[src/hw/rtl/dlsq_pkg.sv]
package dlsq_pkg;

    localparam int ID_W    = 8;
    localparam int MS_W    = 32;
    localparam int DELTA_W = 29;
    localparam int ENTRY_W = ID_W + DELTA_W;

    // floor(x / 10) == (x * 0xCCCCCCCD) >> 35 for every 32-bit x
    localparam logic [MS_W-1:0] DIV10_RECIP = 32'hCCCC_CCCD;
    localparam int              DIV10_SHIFT = 35;

    localparam logic [1:0] ST_OK   = 2'd0;
    localparam logic [1:0] ST_FULL = 2'd1;
    localparam logic [1:0] ST_TICK = 2'd2;

    typedef enum logic [3:0] {
        S_IDLE,
        S_DIV,
        S_WALK_RD,
        S_WALK_CMP,
        S_SHIFT_RD,
        S_SHIFT_WR,
        S_PLACE,
        S_FIX,
        S_TICK_RD,
        S_TICK_CMP,
        S_DONE
    } t_state;

endpackage

[src/hw/rtl/dlsq_div10.sv]
module dlsq_div10
    import dlsq_pkg::*;
(
    input  logic               i_clk,
    input  logic               i_load,
    input  logic [MS_W-1:0]    i_ms,
    output logic [DELTA_W-1:0] o_ticks
);

    logic [2*MS_W-1:0] r_prod;

    // reciprocal multiply, product registered before the shift
    always_ff @(posedge i_clk) begin
        if (i_load) begin
            r_prod <= (2*MS_W)'(i_ms) * (2*MS_W)'(DIV10_RECIP);
        end
    end

    assign o_ticks = r_prod[DIV10_SHIFT +: DELTA_W];

endmodule

[config.mk]
export PLATFORM = sky130hd
export DESIGN_NAME = dlsq_div10
export DESIGN_NICKNAME = d
export VERILOG_FILES = /design/src/hw/rtl/dlsq_pkg.sv /design/src/hw/rtl/dlsq_div10.sv
export SDC_FILE = /design/constraint.sdc
export NUM_CORES = 1
export LEC_CHECK = 0
export ABC_AREA = 1
export BUFFER_PORTS_ARGS = -buffer_cell sky130_fd_sc_hd__buf_4
export CORE_MARGIN = 1.5
export CORE_UTILIZATION = 40
export DETAILED_ROUTE_END_ITERATION = 8
export GPL_ROUTABILITY_DRIVEN = 0
export HOLD_SLACK_MARGIN = 0.15
export PLACE_DENSITY = 0.52
export SYNTH_ARGS = -nofsm -noshare
export SYNTH_HDL_FRONTEND = slang
export SYNTH_SLANG_ARGS = --single-unit
[constraint.sdc]
create_clock -name i_clk -period 9.15 [get_ports i_clk]
set_clock_uncertainty 0.05 [all_clocks]
set_input_delay 1.83 -clock i_clk [delete_from_list [all_inputs] [get_ports i_clk]]
set_output_delay 1.83 -clock i_clk [all_outputs]
set_load 0.01 [all_outputs]
After elaboration in Yosys (flattened, before gate mapping)

Index checks and enable logic that the tools add are counted.

$mul: 1

Operator list:

| kind                                                 | count |
|---|---|
| multiplier 32 x 32 -> 64 bit (second input constant) | 1 |

Register bits after elaboration: 64
Input port bits: 34

Longest topological paths before layout

Word-level depth: 1
Mapped depth: 30
Depth with buffers taken out: 29

Worst setup path after synthesis

No wires, ideal clock.

Path kind: input port to flip-flop
Start: input port i_ms[20]
End: register r_prod[50] (data pin)
Setup time: 0.252 ns
Arrival time: 7.130 ns
Required time: 8.848 ns
Slack: 1.717 ns
Stages: 23
Buffers on the path: 0
Path through: ha_1 -> inv_1 -> fa_1 -> inv_1 -> fa_1 -> inv_1 -> fa_1 -> inv_1 -> fa_1 -> fa_1 -> fa_1 -> inv_1 -> fa_1 -> inv_1 -> ha_1 -> a21oi_1 -> o21ai_0 -> a21oi_1 -> nand2_1 -> a21oi_1 -> nand2_1 -> nand2_1 -> nand2_1

Word-level cells in the longest chain between the ends: 1

Ends and longest elaborated chain:

| item                         | RTL line         | source |
|---|---|---|
| start: declaration           | dlsq_div10.sv:6  | `input logic [MS_W-1:0] i_ms,` |
| multiplier 32 x 32 -> 64 bit | dlsq_div10.sv:15 | `r_prod <= (2*MS_W)'(i_ms) * (2*MS_W)'(DIV10_RECIP);` |
| end signal: assignment       | dlsq_div10.sv:15 |  |
| end: declaration             | dlsq_div10.sv:10 | `logic [2*MS_W-1:0] r_prod;` |

Every way passes these cells.
A chain may end at the register's enable or synchronous reset.

Worst setup path in the final report

Start: input port i_ms[19]
End: register r_prod[54] (data pin)

Same word-level chain as after synthesis.

==> flow_summary.rst <==
.. list-table::
   :header-rows: 1

   * - Metric
     - Value
   * - Clock tree from TritonCTS
     - yes
   * - Slowest cell on the critical path
     - sky130_fd_sc_hd__fa_1
   * - Post-synthesis cell count
     - 2327
   * - Wire length of the first global-routing pass
     - 97410 um
   * - Average footprint of a synthesized cell
     - 8.411 um^2
   * - Setup repair after global routing missed its margin
     - no
   * - Pin count of the biggest net entering global routing
     - 30
   * - Setup total negative slack
     - 0 ps
   * - Maximum level of the CTS H-tree
     - 2
   * - Number of antenna repair diodes
     - 0
   * - Post-detailed-placement half-perimeter wirelength
     - 57150 um
   * - Worst endpoint data arrival time
     - 8220 ps
   * - Avg Vias per Cell
     - 4.977
   * - Share of the clock period used by the worst path after layout
     - 0.9036
   * - Number of max-capacitance violations reported
     - 0
   * - Die span in x
     - 224.2 um
   * - Root buf cell
     - sky130_fd_sc_hd__clkbuf_16
   * - Registers with the most flip-flops
     - r_prod: 29 flops
   * - Most used cell along the critical path
     - sky130_fd_sc_hd__inv_1
   * - Antenna violations before repair
     - 0
   * - Sinks on the clock net
     - 29
   * - GRT met3 Usage
     - 0.03397
   * - Via count of the first global-routing pass
     - 16610
   * - Die Area
     - 50260 um^2
   * - Worst slew slack as a fraction of its limit
     - 0.4317
   * - Routed wire length
     - 62030 um
   * - TritonCTS Buffers
     - 5
   * - Buffers plus inverters on the worst setup path
     - 9
   * - Buffer depth of the longest clock path
     - 2
   * - Share of layout cells above drive strength 1
     - 0.04879
   * - Initial core utilization
     - 0.4073
   * - Average wire length per cell after detail routing
     - 20.59 um
   * - Area delta synth->final
     - 7.109%
   * - Violation count after the first detailed-routing iteration
     - 1156
   * - Cts hold-fix bufs
     - 0
   * - CTS resizes
     - 0
   * - Commonest cells after routing, fill and taps aside
     - sky130_fd_sc_hd__inv_1 (729), sky130_fd_sc_hd__nand2_1 (425), sky130_fd_sc_hd__fa_1 (386)
   * - Aggregate global routing overflow
     - 0
   * - Syn_nets
     - 3093
   * - Leading cell type in the layout, fill and taps excluded
     - sky130_fd_sc_hd__inv_1
   * - Post-route minimum period
     - 8268 ps
   * - Worst slack after detailed placement
     - 671.2 ps
   * - Total Routing Usage GR
     - 0.2626
   * - Port-buffer cells
     - 62
   * - Number of flip-flops in the largest register
     - 29
   * - Max Freq
     - 121.0 MHz
   * - Number of pins with negative max-slew slack in the final report
     - 0
   * - Worst-path clk slew
     - 60 ps
   * - Number of remaining DRC errors
     - 0
   * - I/O pin cnt
     - 63
   * - Portion of the post-synthesis area used by sequential elements
     - 0.04450
   * - Number of routed nets with antenna violations
     - 0
   * - Met1 track demand over resource
     - 0.3503
   * - Maximum fanout encountered on the critical timing path
     - 5
   * - Status
     - complete, no violations
   * - Met2 usage
     - 0.4469
   * - Number of warning messages in the yosys log
     - 0
   * - Transition time at the pin with the least slew margin
     - 849.6 ps
   * - Yosys reg bits
     - 29
   * - Final net count
     - 3163
   * - Final count of negative-setup-slack endpoints
     - 0
   * - Number of distinct standard cells referenced by the synthesized netlist
     - 29
   * - Core Region
     - 48050 um^2
   * - Delay-heaviest family, CP
     - adder cells
   * - Worst endpoint required time
     - 9100 ps
   * - Worst Path Class, Setup
     - primary input to register
   * - Total number of vias
     - 15000
   * - Path category of the worst min-delay check
     - primary input to register
   * - Endpoint type of the worst setup path
     - register
   * - Critical Path Start Type
     - primary input
   * - GRT busiest layer
     - met2
   * - Post-Synthesis Cell Area
     - 19570 um^2
   * - FP Rows
     - 80
   * - Setup ws final
     - 882.3 ps
   * - Final hold violations
     - 0
   * - Crit path largest cell delay
     - 570 ps
   * - Die Y
     - 224.2 um
   * - Register name with the most flops
     - r_prod
   * - Buffers inserted during post-CTS setup optimization
     - 0
   * - Initial DRT Pass Iterations
     - 7
   * - Fin util
     - 0.4363
[synth_stat cells]
cell type	count	area [um^2]
sky130_fd_sc_hd__nor2_4	2	22.52
sky130_fd_sc_hd__nor4_1	1	6.260
sky130_fd_sc_hd__o22ai_1	2	12.51
sky130_fd_sc_hd__edfxtp_1	29	870.8
sky130_fd_sc_hd__a21oi_2	1	8.760
sky130_fd_sc_hd__inv_2	4	15.01
sky130_fd_sc_hd__nand2_2	9	56.30
sky130_fd_sc_hd__and2_2	1	7.510
sky130_fd_sc_hd__nand3_1	52	260.3
sky130_fd_sc_hd__a21boi_0	1	7.510
sky130_fd_sc_hd__xnor2_1	9	78.83
sky130_fd_sc_hd__nand4_1	14	87.58
sky130_fd_sc_hd__and2_1	1	6.260
sky130_fd_sc_hd__nor2_1	98	367.9
sky130_fd_sc_hd__inv_1	729	2736
sky130_fd_sc_hd__o21ai_0	37	185.2
sky130_fd_sc_hd__o21bai_1	17	127.6
sky130_fd_sc_hd__a21o_1	10	75.07
sky130_fd_sc_hd__nor2_2	12	75.07
sky130_fd_sc_hd__clkbuf_1	3	11.26
sky130_fd_sc_hd__or2_2	3	18.77
sky130_fd_sc_hd__nor3_2	13	130.1
sky130_fd_sc_hd__fa_1	386	7727
sky130_fd_sc_hd__a21oi_1	79	395.4
sky130_fd_sc_hd__nand2_1	425	1595
sky130_fd_sc_hd__nand3b_1	1	7.510
sky130_fd_sc_hd__xor2_1	37	324.1
sky130_fd_sc_hd__nor3_1	5	25.02
sky130_fd_sc_hd__ha_1	346	4329
[area by class of cell]
class	instances	area, um^2
timing repair buffer	66	495.5
tap	615	769.5
clock buffer	5	125.1
inverter	733	2751
clock inverter	3	12.51
fill	4864	27080
sequential	29	870.8
multi-input combinational	1562	15940
[through the flow]
stage               instance area, um^2  instances  hold WS [ps]
floorplan                         19570       2327          1893
global placement                  20830       3005          2189
detailed placement                20830       3005          2193
CTS                               20960       3013          1965
global route                      20960       3013          1982
finish                            20960       3013          1957
[path summary, 6_finish.rpt]
kind	from	endpoint	slack (ps)	cells after the start
worst max-delay path	i_ms[19]	r_prod[54]	880	25
worst min-delay path	i_load	r_prod[61]	1960	1
[layer usage]
metal | vias up | part of all wire
met5 | - | 0
met4 | 0 | 0.034
met3 | 85 | 0.064
met2 | 479 | 0.47
met1 | 7396 | 0.43
li1 | 7037 | -
[logic make-up (layout without fill, tap and decap cells)]
logic type | Yosys count | in the layout | share of synthesized area
AO/OA/AOI/OAI | 147 | 147 | 0.04149
XOR/XNOR | 46 | 46 | 0.02059
adder cells (fa/ha/maj) | 732 | 732 | 0.6160
buffers and inverters | 736 | 807 | 0.1412
flip-flops | 29 | 29 | 0.04450
AND/OR/NAND/NOR | 637 | 637 | 0.1362
Power is left out: the tool's default activity adds up to more than one toggle a clock period on the data nets, which glitch-free logic cannot reach.
